## config.mk

```make
export PLATFORM = sky130hd
export DESIGN_NAME = qst_queue
export DESIGN_NICKNAME = d
export VERILOG_FILES = /design/src/design/qst_pkg.sv /design/src/design/qst_queue.sv
export SDC_FILE = /design/constraint.sdc
export NUM_CORES = 1
export LEC_CHECK = 0
export BUFFER_PORTS_ARGS = -buffer_cell sky130_fd_sc_hd__buf_2
export CAP_MARGIN = 40
export CORE_AREA = 4 4 255 257
export CTS_CLUSTER_DIAMETER = 120
export DETAILED_ROUTE_END_ITERATION = 12
export DIE_AREA = 0 0 259 261
export PLACE_DENSITY = 0.63
export SLEW_MARGIN = 20
export SYNTH_ARGS = -nofsm -noshare
export SYNTH_HDL_FRONTEND = slang
export SYNTH_SLANG_ARGS = --single-unit
```

## constraint.sdc

```tcl
create_clock -name clk -period 28.1 [get_ports clk]
set_input_delay 2.81 -clock clk [delete_from_list [all_inputs] [get_ports clk]]
set_output_delay 2.81 -clock clk [all_outputs]
set_load 0.01 [all_outputs]
```

## src/design/qst_pkg.sv

```systemverilog
// Shared types, constants and helpers of the quad subdivision tessellator.
package qst_pkg;

  localparam int ATTR_COUNT   = 9;
  localparam int CORNER_COUNT = 4;
  localparam int ATTR_W       = 32;
  localparam int INDEX_W      = 17;
  localparam int QUAD_W       = 15;
  localparam int LEVEL_W      = 4;
  localparam int QUEUE_DEPTH  = 2;
  localparam int QPTR_W       = $clog2(QUEUE_DEPTH);

  localparam logic [LEVEL_W-1:0] LEVEL_RESET = 4'd4;

  // ceil(2^18 / 6): exact floor(k / 6) for every k below 2^17
  localparam logic [15:0] DIV6_RECIP = 16'd43691;
  localparam int          DIV6_SHIFT = 18;

  typedef enum logic {
    OP_LOAD = 1'b0,
    OP_GEN  = 1'b1
  } op_t;

  typedef enum logic [1:0] {
    BK_IDLE,
    BK_STEP,
    BK_EMIT
  } bk_state_t;

  typedef logic [ATTR_COUNT-1:0][ATTR_W-1:0] corner_t;

  typedef struct packed {
    op_t                 op;
    logic [1:0]          slot;
    corner_t             attrs;
    logic [INDEX_W-1:0]  k;
    logic [QUAD_W-1:0]   quad;
    logic                err;
    logic [LEVEL_W-1:0]  steps;
  } qst_item_t;

  // Corner taken for each vertex of the two triangles of a quad.
  function automatic logic [1:0] tri_corner(input logic [2:0] rem);
    logic [1:0] c;
    case (rem)
      3'd0:    c = 2'd0;
      3'd1:    c = 2'd1;
      3'd2:    c = 2'd2;
      3'd3:    c = 2'd3;
      3'd4:    c = 2'd2;
      3'd5:    c = 2'd1;
      default: c = 2'd0;
    endcase
    return c;
  endfunction

  // floor((a + b) / 2) taken at 33 bits
  function automatic logic [ATTR_W-1:0] half_sum(input logic [ATTR_W-1:0] a,
                                                 input logic [ATTR_W-1:0] b);
    logic [ATTR_W:0] s;
    s = {a[ATTR_W-1], a} + {b[ATTR_W-1], b};
    return s[ATTR_W:1];
  endfunction

endpackage

```

## src/design/qst_queue.sv

```systemverilog
// Two-entry request queue between the front end and the subdivision engine.
module qst_queue (
  input  logic               clk,
  input  logic               rst,
  input  logic               push,
  input  qst_pkg::qst_item_t push_item,
  output logic               full,
  input  logic               pop,
  output logic               head_valid,
  output qst_pkg::qst_item_t head_item
);
  import qst_pkg::*;

  qst_item_t          entries [QUEUE_DEPTH];
  logic [QPTR_W-1:0]  wr_ptr;
  logic [QPTR_W-1:0]  rd_ptr;
  logic [QPTR_W:0]    count;

  assign full       = (count == (QPTR_W+1)'(QUEUE_DEPTH));
  assign head_valid = (count != '0);
  assign head_item  = entries[rd_ptr];

  always_ff @(posedge clk) begin
    if (push) begin
      entries[wr_ptr] <= push_item;
    end
  end

  always_ff @(posedge clk) begin
    if (rst) begin
      wr_ptr <= '0;
      rd_ptr <= '0;
      count  <= '0;
    end else begin
      if (push) begin
        wr_ptr <= wr_ptr + QPTR_W'(1);
      end
      if (pop) begin
        rd_ptr <= rd_ptr + QPTR_W'(1);
      end
      case ({push, pop})
        2'b10:   count <= count + (QPTR_W+1)'(1);
        2'b01:   count <= count - (QPTR_W+1)'(1);
        default: count <= count;
      endcase
    end
  end

endmodule

```

**Yosys cells after proc, flatten, opt, wreduce, memory -nomap -nowiden**

Memories as Yosys holds them, arrays and structs flattened. A register that Yosys moved wholly into a read port is not among the register bits.
Cells that the tools add are included.

- Bits of input ports: 332
- RAM bits: 656
- Bits in read-only memories: 0
- Bits in latches: 0
- Logic and storage cells: 18
- Register bits after elaboration: 4
- Output and inout port bits: 330
- Memories: 1

Memories:

| name | depth | width | rd ports | clocked after Yosys merged registers in | wr ports | line | text |
|---|---|---|---|---|---|---|---|
| entries | 2 | 328 | 1 | 1 | 1 | qst_queue.sv:14 | `qst_item_t entries [QUEUE_DEPTH];` |

- Multiplexer cells: 5
- Shift operators: 0
- Bitwise gates (word level): 0
- $add $sub $neg: 4
- $mul: 0
- Reduce and logical (&&, ||, !) cells: 2
- Magnitude comparators: 0
- Div/mod/pow operators: 0
- Eq/ne operators: 3

Operators with widths:

| cell | number |
|---|---|
| == test 2 bit, second input constant | 2 |
| two-way mux 1 bit | 4 |
| one-hot mux 2 bit (2 select lines) | 1 |
| nonzero test 2 bit | 2 |
| adder 1 bit, second input constant | 2 |
| adder 2 x 1 -> 2 bit, second input constant | 1 |
| == test 2 x 1 -> 1 bit, second input constant | 1 |
| subtractor 2 x 1 -> 2 bit, second input constant | 1 |

**Logic depth before layout (Yosys ltp)**

- Depth in word-level cells: 3
- Mapped depth: 5

**Worst setup path after synthesis**

OpenSTA, ideal clock, no wires.

- Kind: input port to flip-flop
- Start: input push
- End: memory entries[0][0] (netlist bit), enable pin
- Buffers on the path: 0
- Data required time: 27.066 ns
- Slack: 10.473 ns
- Stages on the path: 2
- Setup time: 1.034 ns
- Data arrival time: 16.593 ns
- Cells stage by stage: inv_1 > nor2_1

- Longest elaborated chain between the ends: 2

Ends and longest elaborated chain:

| what | line | text |
|---|---|---|
| start, declared | qst_queue.sv:5 | `input logic push,` |
| two-way mux 1 bit | qst_queue.sv:24 | `if (push) begin` |
| two-way mux 1 bit (not written as such) | qst_queue.sv:25 | `entries[wr_ptr] <= push_item;` |
| end, declared | qst_queue.sv:14 |  |

No other way between the ends.

==> out/metrics.yaml <==
outcome:
  status: "complete, no violations"
pwr:
  internal-power_uw: 1780
  seqPwrFrac: 0.510
  switchingPower_uw: 515
  p_per_area_nw_per_um2: 75.0
  leakagePower_uw: 0.0113
  peakVddDrop_mv: 0.0504
  p_comb_frac: 0.106
  p_clk_frac: 0.384
  switching_share: 0.225
synth:
  ys.flop_type: "edfxtp_1"
  synth_nets: 1375
  synth_common_cells: "edfxtp_1 (656), mux2_2 (328), buf_6 (33)"
  yosysUniqueCellTypes: 17
  yosysTopAreaCell: "edfxtp_1"
  synth_enable_flop_cells: 656
  netlist_area_sq_um: 24000
  yosysSeqAreaShare: 0.824
  synth_cells: 1042
  yosys-top-cells-area: "edfxtp_1 (82%), mux2_2 (15%), buf_6 (1.5%), dfxtp_1 (0.42%), buf_12 (0.17%)"
  postSynth.asyncResetShare: 0
  ys_ff_latch: 661
  synth_most_common_cell: "edfxtp_1"
  syn_avg_cell_area_sq_um: 23.1
  synth_top_area_frac: 0.820
  yosys_warnings: 0
place:
  place_inst: 2532
  io_buffers: 661
  hpwl_mm: 41.0
  place_congestion: 0.864
clock_network:
  clock_latency_ns: 0.59
  cts_sinks: 661
  cts_made_buffers: 71
  path_clk_slew_ns: 0.06
  cts_setup_buffers: 0
  post_cts_resized: 0
  htreeDepth: 3
  cts_tree: "done"
  root_buffer: "clkbuf_16"
  ctsHoldBuffers: 0
  clockBufferDepth: 3
detailed_routing:
  drcViolationCount: 0
  postRouteAntennaNets: 0
  wirelength_mm: 57.6
  dr.pass1.iters: 5
  initialDrtViolationCount: 720
  post_drt_wl_per_cell_um: 21.5
  num_vias: 12500
  via_per_inst: 4.69
final_layout:
  final_cells: 2673
  drive_gt1_frac: 0.611
  area_growth_syn_to_layout_pct: 27.1
  fin_nets: 2093
  postLayoutCoreUtil: 0.487
global_routing:
  overflow: 0
  grt_max_degree: 162
  grt_pass1_wl_mm: 81.9
  grt_pass1_vias: 13500
  antenna_found_initial: 28
  grt_usage: 0.161
sta:
  worst_clock_skew_ns: 0.0229
  tightest_slew_ns: 1.11
  grt_setup_unrepaired: "no"
  setup_tns_ns: 0
  relSlewSlack: 0.263
  setup_viol: 0
  fmax_mhz: 160
  maxSlewViolCount: 0
  fin_crit_ns: 6.23
  hold_viol: 0
  period_share: 0.222
floorplanning:
  fp-row-count: 92
  fp.dieW_um: 259
  start_util: 0.383
  core_area_sq_um: 62700
  num_io_pins: 662
  die_y_um: 261
  die-area_sq_um: 67600
setup_path:
  worstPathArrival_ns: 3.42
  path_class: "register to primary output"
  endpoint_kind: "primary output"
  crit_chain: "buf_4, buf_16, buf_4, buf_16, mux2_2, buf_2"
  crit_slowest_cell: "dfxtp_4"
  path_max_fanout: 59
  cp-start-kind: "register"
  cpPeakStageDelay_ns: 0.75
  worstPathRequired_ns: 25.29
flow_run:
  cap_violations: 0
worst_hold_path:
  min_path_type: "register to register"
[sequential cells by signal (all words and copies together), names as in the netlist, named ones only]
register,count
entries,656
count,2
rd_ptr,1
wr_ptr,1
[layer usage]
metal  share of wire  GRT usage
met5          0.0022          0
met4           0.036     0.0718
met3           0.094     0.0616
met2            0.52      0.281
met1            0.35      0.177
[cell usage in the layout (no fill, tap or decap), types with 2 or more instances in the layout]
cell and count:
buf_2 661, buf_4 10, clkinv_8 2, clkbuf_16 71, clkbuf_1 15, clkinv_2 6, bufinv_16 5, inv_6 2
nor2_1 4, diode_2 19, dfxtp_1 4, mux2_2 328, clkinv_1 15, edfxtp_1 656, clkinvlp_4 2, xnor2_1 3
buf_12 4, inv_16 2, buf_16 6
[cell families after synthesis]
kind of cell | Yosys count | synth area share
XOR/XNOR | 4 | 0.00146
adder cells (fa/ha/maj) | 1 | 0.000521
flip-flops | 661 | 0.824
AND/OR/NAND/NOR | 9 | 0.00193
AO/OA/AOI/OAI | 2 | 0.000416
buffers and inverters | 37 | 0.0176
multiplexers | 328 | 0.154
[critical path, delay by kind of cell (launching register included)]
kind | cells | cell delay [ns]
flops | 1 | 0.75
mux | 1 | 0.39
buf+inv | 5 | 1.54
[cell type report]
cell class / count / area [sq um]
Sequential cell: 661 / 19800
Inverter: 1 / 3.75
Antenna cell: 19 / 47.5
Clock inverter: 35 / 353
Timing Repair Buffer: 681 / 3630
Tap cell: 846 / 1060
Multi-Input combinational cell: 344 / 3810
Fill cell: 5303 / 32200
Clock buffer: 86 / 1830
[path summary, 6_finish.rpt]
path	start	endpoint	slack [ns]	cells past startpoint
worst min register to register	count[1]	count[1]	0.49	2
worst min-delay path	count[1]	count[1]	0.49	2
worst max-delay path	register	head_item[117]	21.87	6
worst max register to register	wr_ptr	entries[1][261]	25.05	4
[power by group through the flow]
stage	Sequential (uW)	Combinational (uW)	Clock [uW]
3_3_place_gp	1190	236	0
4_1_cts	1170	247	908
2_1_floorplan	1210	138	0
6_report	1170	243	879
3_5_place_dp	1190	245	0
5_1_grt	1170	261	951
[metrics by stage]
stage               power, uW  hold slack, ns  setup slack (ns)  cell area [sq um]
floorplan                1350           0.456             10.47              24000
global placement         1430           0.479             22.08              28100
detailed placement       1440           0.487             22.28              28300
CTS                      2320           0.495             21.62              30500
global route             2390           0.520             21.68              30500
finish                   2290           0.494             21.87              30500
Power figures use the tool's default switching activity.
