--- config.mk ---
export PLATFORM = sky130hd
export DESIGN_NAME = qst_front
export DESIGN_NICKNAME = d
export VERILOG_FILES = /design/src/design/qst_pkg.sv /design/src/design/qst_front.sv
export SDC_FILE = /design/constraint.sdc
export NUM_CORES = 1
export LEC_CHECK = 0
export BUFFER_PORTS_ARGS = -buffer_cell sky130_fd_sc_hd__buf_2
export CORE_AREA = 2 2 249 251
export DETAILED_ROUTE_END_ITERATION = 16
export DIE_AREA = 0 0 251 253
export PLACE_DENSITY = 0.37
export SLEW_MARGIN = 15
export SYNTH_ARGS = -nofsm -noshare
export SYNTH_HDL_FRONTEND = slang
export SYNTH_SLANG_ARGS = --single-unit
--- constraint.sdc ---
create_clock -name vclk -period 6.7
set_input_delay 0.67 -clock vclk [all_inputs]
set_output_delay 0.67 -clock vclk [all_outputs]
set_load 0.02 [all_outputs]
--- src/design/qst_pkg.sv ---
// Shared types, constants and helpers of the quad subdivision tessellator.
package qst_pkg;

  localparam int ATTR_COUNT   = 9;
  localparam int CORNER_COUNT = 4;
  localparam int ATTR_W       = 32;
  localparam int INDEX_W      = 17;
  localparam int QUAD_W       = 15;
  localparam int LEVEL_W      = 4;
  localparam int QUEUE_DEPTH  = 2;
  localparam int QPTR_W       = $clog2(QUEUE_DEPTH);

  localparam logic [LEVEL_W-1:0] LEVEL_RESET = 4'd4;

  // ceil(2^18 / 6): exact floor(k / 6) for every k below 2^17
  localparam logic [15:0] DIV6_RECIP = 16'd43691;
  localparam int          DIV6_SHIFT = 18;

  typedef enum logic {
    OP_LOAD = 1'b0,
    OP_GEN  = 1'b1
  } op_t;

  typedef enum logic [1:0] {
    BK_IDLE,
    BK_STEP,
    BK_EMIT
  } bk_state_t;

  typedef logic [ATTR_COUNT-1:0][ATTR_W-1:0] corner_t;

  typedef struct packed {
    op_t                 op;
    logic [1:0]          slot;
    corner_t             attrs;
    logic [INDEX_W-1:0]  k;
    logic [QUAD_W-1:0]   quad;
    logic                err;
    logic [LEVEL_W-1:0]  steps;
  } qst_item_t;

  // Corner taken for each vertex of the two triangles of a quad.
  function automatic logic [1:0] tri_corner(input logic [2:0] rem);
    logic [1:0] c;
    case (rem)
      3'd0:    c = 2'd0;
      3'd1:    c = 2'd1;
      3'd2:    c = 2'd2;
      3'd3:    c = 2'd3;
      3'd4:    c = 2'd2;
      3'd5:    c = 2'd1;
      default: c = 2'd0;
    endcase
    return c;
  endfunction

  // floor((a + b) / 2) taken at 33 bits
  function automatic logic [ATTR_W-1:0] half_sum(input logic [ATTR_W-1:0] a,
                                                 input logic [ATTR_W-1:0] b);
    logic [ATTR_W:0] s;
    s = {a[ATTR_W-1], a} + {b[ATTR_W-1], b};
    return s[ATTR_W:1];
  endfunction

endpackage

--- src/design/qst_front.sv ---
// Front end: accepts requests, clamps the level, splits the vertex index.
module qst_front #(
  parameter int MAX_LEVEL = 8
) (
  input  logic                            in_valid,
  output logic                            in_ready,
  input  logic                            opcode,
  input  logic [1:0]                      corner_slot,
  input  qst_pkg::corner_t                attrs,
  input  logic [qst_pkg::INDEX_W-1:0]     vertex_index,
  input  logic [qst_pkg::LEVEL_W-1:0]     level,
  input  logic                            q_full,
  output logic                            push,
  output qst_pkg::qst_item_t              item
);
  import qst_pkg::*;

  logic [LEVEL_W-1:0]          steps;
  logic [INDEX_W+15:0]         prod;
  logic [QUAD_W-1:0]           quad;
  logic [QUAD_W-1:0]           high_digits;

  always_comb begin
    if (level == '0) begin
      steps = '0;
    end else if (level > LEVEL_W'(MAX_LEVEL)) begin
      steps = LEVEL_W'(MAX_LEVEL - 1);
    end else begin
      steps = level - LEVEL_W'(1);
    end
  end

  assign prod        = vertex_index * DIV6_RECIP;
  assign quad        = prod[DIV6_SHIFT +: QUAD_W];
  // k is out of range exactly when the quad number has digits above the level
  assign high_digits = quad >> {steps, 1'b0};

  assign in_ready = !q_full;
  assign push     = in_valid && !q_full;

  always_comb begin
    item.op    = op_t'(opcode);
    item.slot  = corner_slot;
    item.attrs = attrs;
    item.k     = vertex_index;
    item.quad  = quad;
    item.err   = (high_digits != '0);
    item.steps = steps;
  end

endmodule

* Word-level counts from Yosys, hierarchy flattened
Cells that the tools add are included.
Cells by class: $lt $le $gt $ge 1, shifts and indexed selects 1, reductions and logical operators 4, $mul 1, muxes and demuxes 2, $add $sub $neg 1
Operator list (number):
- 17-bit by 16-bit multiplier with 33-bit output (second input constant) | 1
- 15-bit nonzero test | 1
- 15-bit by 5-bit >> shifter with 15-bit output | 1
- 4-bit 2-to-1 mux | 2
- 4-bit > comparator (second input constant) | 1
- 4-bit zero test | 1
- 4-bit by 1-bit subtractor with 4-bit output (second input constant) | 1
- 1-bit logical AND | 1
- 1-bit zero test | 1
Storage, ports and cells: flip-flop bits (word level) 0, output and inout bits 330, word-level logic and storage cells 10, input port bits 314

* Longest topological paths before layout
word-level depth 5, depth in mapped cells 22, mapped depth without buffers 21

* Worst setup path after synthesis
Ideal clock, no wire load.
kind input-to-output, start input vertex_index[2] in the netlist's numbering, end output item[4] in the netlist's numbering, path slack 0.017 ns, stages on the path 20, required time 6.030 ns, data arrival time 6.013 ns, cell sequence ha_1 fa_1 inv_1 fa_1 inv_1 fa_1 fa_1 inv_1 fa_1 inv_1 ha_1 a21oi_1 o21ai_1 a2111oi_4 a21boi_1 xor2_1 a21oi_1 a21oi_1 o41ai_2 a41oi_2
RTL lines:
- start, declared | RTL line qst_front.sv:10 | input logic [qst_pkg::INDEX_W-1:0] vertex_index,
- end, declared | RTL line qst_front.sv:14 | output qst_pkg::qst_item_t item

==> run summary <==
Setup repair after global routing missed its margin - yes
Via-per-instance ratio - 3.192
Post-route fraction of the period consumed by the critical path - 100.7%
Data arrival time of the critical path - 6.08 ns
Multiplexer fraction of the synthesized cell area - 0%
Clock buffer cells - 0
Detailed Route WL - 25,910 um
I/O pin cnt - 644
Startpoint types - input pin
FILL cells - 7,017
Synthesized instance count - 902
Initial core utilization - 12.63%
Placed cell area - 7485 um2
Slew Limit Fails - 0
Final sequential cell count - 0
Number of distinct library cells after synthesis - 53
Setup CP Type - in -> out
Post-synthesis share of cell area spent on xor and xnor gates - 2.370%
Post-DRT Antenna Nets - 0
Cell area after layout - 8388 um2
Vias in the first global route - 5,490
Gr usage total - 7.915%
Synth warnings - 0
Largest delay share family, worst path - adder cells
Total die area - 63,500 um2
Area of the core - 61,030 um2
Number of buffer and inverter stages on the critical path - 6
Final Worst Setup Slack - -0.04781 ns
Least-Margin Pin Slew - 0.4832 ns
Post-Synth Adder-Cell Area - 44.16%
Largest net degree at the start of global routing - 9
Setup Viol. Count Final - 1
Upper clock frequency limit - 148.2 MHz
Height of the chip - 253 um
Std cell rows - 91
First-pass GRT wire length - 37,470 um
Series of cell instances along the critical path - buf_4, ha_4, fa_1, inv_2, fa_1, inv_1, fa_1, fa_1, inv_1, fa_1, inv_2, ha_4, a21oi_4, o21ai_2, a2111oi_4, a21oi_2, a31oi_4, xor2_2, a21oi_2, o41ai_2, a41oi_2, buf_6
Most used cell, CP - sky130_fd_sc_hd__fa_1
Total vias in the final route - 5,008
Share of the synthesized area in compound gates (AO/OA/AOI/OAI) - 9.237%
Min Clock Period, post-route - 6.748 ns
Peak fanout along the critical path - 4
P&R area growth vs syn - 8.831%
Crit path capture type - output pin
Result of the run - finished, violations left
Final antenna diode count - 0
Area taken by flip-flops and latches - 0 um2
1st-iter DRT viols - 187
Final hold violations - 0
Final HPWL from detailed placement - 23,510 um
Synthesized Nets - 1,435
Number of max-capacitance violations reported - 0
Fin nets - 1,314
Hold buffer count at CTS - 0
Routed length per placed instance - 16.51 um
Share of final-layout standard cells stronger than drive strength 1 - 39.28%
Worst rel slew slack - 67.56%
Overflow left after global routing - 0
Slowest stage cell, crit path - sky130_fd_sc_hd__fa_1
Chip width - 251 um
Mean post-synth cell area - 8.545 um2
Delay of the slowest critical-path stage - 0.52 ns
Simple-gate portion of the synthesized area - 4.529%
Number of non-filler instances in the completed layout - 1,569
Failing checks - setup timing
Proportion of synthesized chip area in sequential cells - 0%
Pre-antenna DRT Iters - 4
GPL Wtd Cong - 0.8005
Remaining routing DRC violations - 0
Cell total after placement - 1,551
Combinational family with the most area after synthesis - adder cells
Number of I/O port buffers - 62
Required time of the critical path - 6.03 ns
Worst min path class - in -> out
Area of the mapped netlist - 7707 um2
Antenna violations before repair - 0
-- cell type report --
| cell class | count | area (um2) | share of cell area [%] |
|---|---|---|---|
| repair buffers | 188 | 1346 | 16.05 |
| multi-input cells | 397 | 5325 | 63.48 |
| well taps | 790 | 988.4 | 11.78 |
| inverters | 194 | 728.2 | 8.681 |
-- metrics by stage --
stage,util (%),hold WS (ns),setup slack (ns),setup TNS (ns)
2_1_floorplan,-,1.417,0.01736,0
3_3_place_gp,12.26,1.340,-0.4894,-1.898
4_1_cts,13.12,1.340,-0.08539,-0.08539
6_report,13.74,1.340,-0.04781,-0.04781
5_1_grt,13.74,1.340,-0.1836,-0.2429
3_5_place_dp,12.26,1.340,-0.5122,-2.561
-- cells in the final DEF, fill, tap and decap left out, types with 6 or more instances in the layout --
cell	synthesis	layout
sky130_fd_sc_hd__buf_2	1	47
sky130_fd_sc_hd__xor2_1	12	8
sky130_fd_sc_hd__a21o_1	8	8
sky130_fd_sc_hd__inv_1	194	173
sky130_fd_sc_hd__nand3_1	10	7
sky130_fd_sc_hd__fa_1	87	81
sky130_fd_sc_hd__buf_4	308	122
sky130_fd_sc_hd__o211ai_1	7	7
sky130_fd_sc_hd__a21oi_1	26	15
sky130_fd_sc_hd__a21oi_2	3	9
sky130_fd_sc_hd__nand2_1	20	14
sky130_fd_sc_hd__ha_1	132	99
sky130_fd_sc_hd__a21oi_4	1	6
sky130_fd_sc_hd__o21ai_0	13	11
sky130_fd_sc_hd__fa_2	0	6
sky130_fd_sc_hd__inv_2	0	21
sky130_fd_sc_hd__ha_4	0	30
sky130_fd_sc_hd__buf_6	1	14
-- final timing paths --
path                        end            start  depth (start not counted)  slack [ns]
worst max-delay path    item[4]  vertex_index[4]                         22       -0.05
worst min-delay path  item[103]        attrs[66]                          0        1.34
-- per-layer routing --
metal | global-route usage, % | wire length, um | up-vias
li1 | - | - | 2268
met4 | 2.398 | 825 | 2
met2 | 13.49 | 12450 | 258
met1 | 9.547 | 10500 | 2386
met5 | 0.6950 | 57 | -
met3 | 2.292 | 2080 | 94
-- synth_stat cells (3+ instances only) --
library cell	instances	share of area [%]
sky130_fd_sc_hd__a211oi_1	4	0.39
sky130_fd_sc_hd__a21o_1	8	0.78
sky130_fd_sc_hd__a21oi_1	26	1.7
sky130_fd_sc_hd__a21oi_2	3	0.34
sky130_fd_sc_hd__a311oi_1	3	0.34
sky130_fd_sc_hd__a31oi_1	5	0.41
sky130_fd_sc_hd__and2_1	3	0.24
sky130_fd_sc_hd__and3_1	4	0.32
sky130_fd_sc_hd__buf_4	308	30
sky130_fd_sc_hd__fa_1	87	23
sky130_fd_sc_hd__ha_1	132	21
sky130_fd_sc_hd__inv_1	194	9.4
sky130_fd_sc_hd__nand2_1	20	0.97
sky130_fd_sc_hd__nand2b_1	3	0.24
sky130_fd_sc_hd__nand3_1	10	0.65
sky130_fd_sc_hd__nand4_1	5	0.41
sky130_fd_sc_hd__nor2_1	6	0.29
sky130_fd_sc_hd__nor2b_1	3	0.24
sky130_fd_sc_hd__o211ai_1	7	0.68
sky130_fd_sc_hd__o21ai_0	13	0.84
sky130_fd_sc_hd__o21bai_1	4	0.39
sky130_fd_sc_hd__xnor2_1	7	0.80
sky130_fd_sc_hd__xor2_1	12	1.4
-- logic make-up (layout without fill, tap and decap cells) --
logic type | Yosys count | after routing
buf+inv | 505 | 382
simple gates | 63 | 63
xor+xnor | 20 | 20
compound gates | 94 | 94
fa+ha+maj | 220 | 220
-- timing repair --
action	in CTS	in global routing
endpoints found under the setup margin	12	10
gates resized for setup	77	77
pin swaps	48	80
buffers inserted	6	14
Power is not shown: default switching activity piles up to over one toggle a cycle in this logic, so the estimate is an artifact.
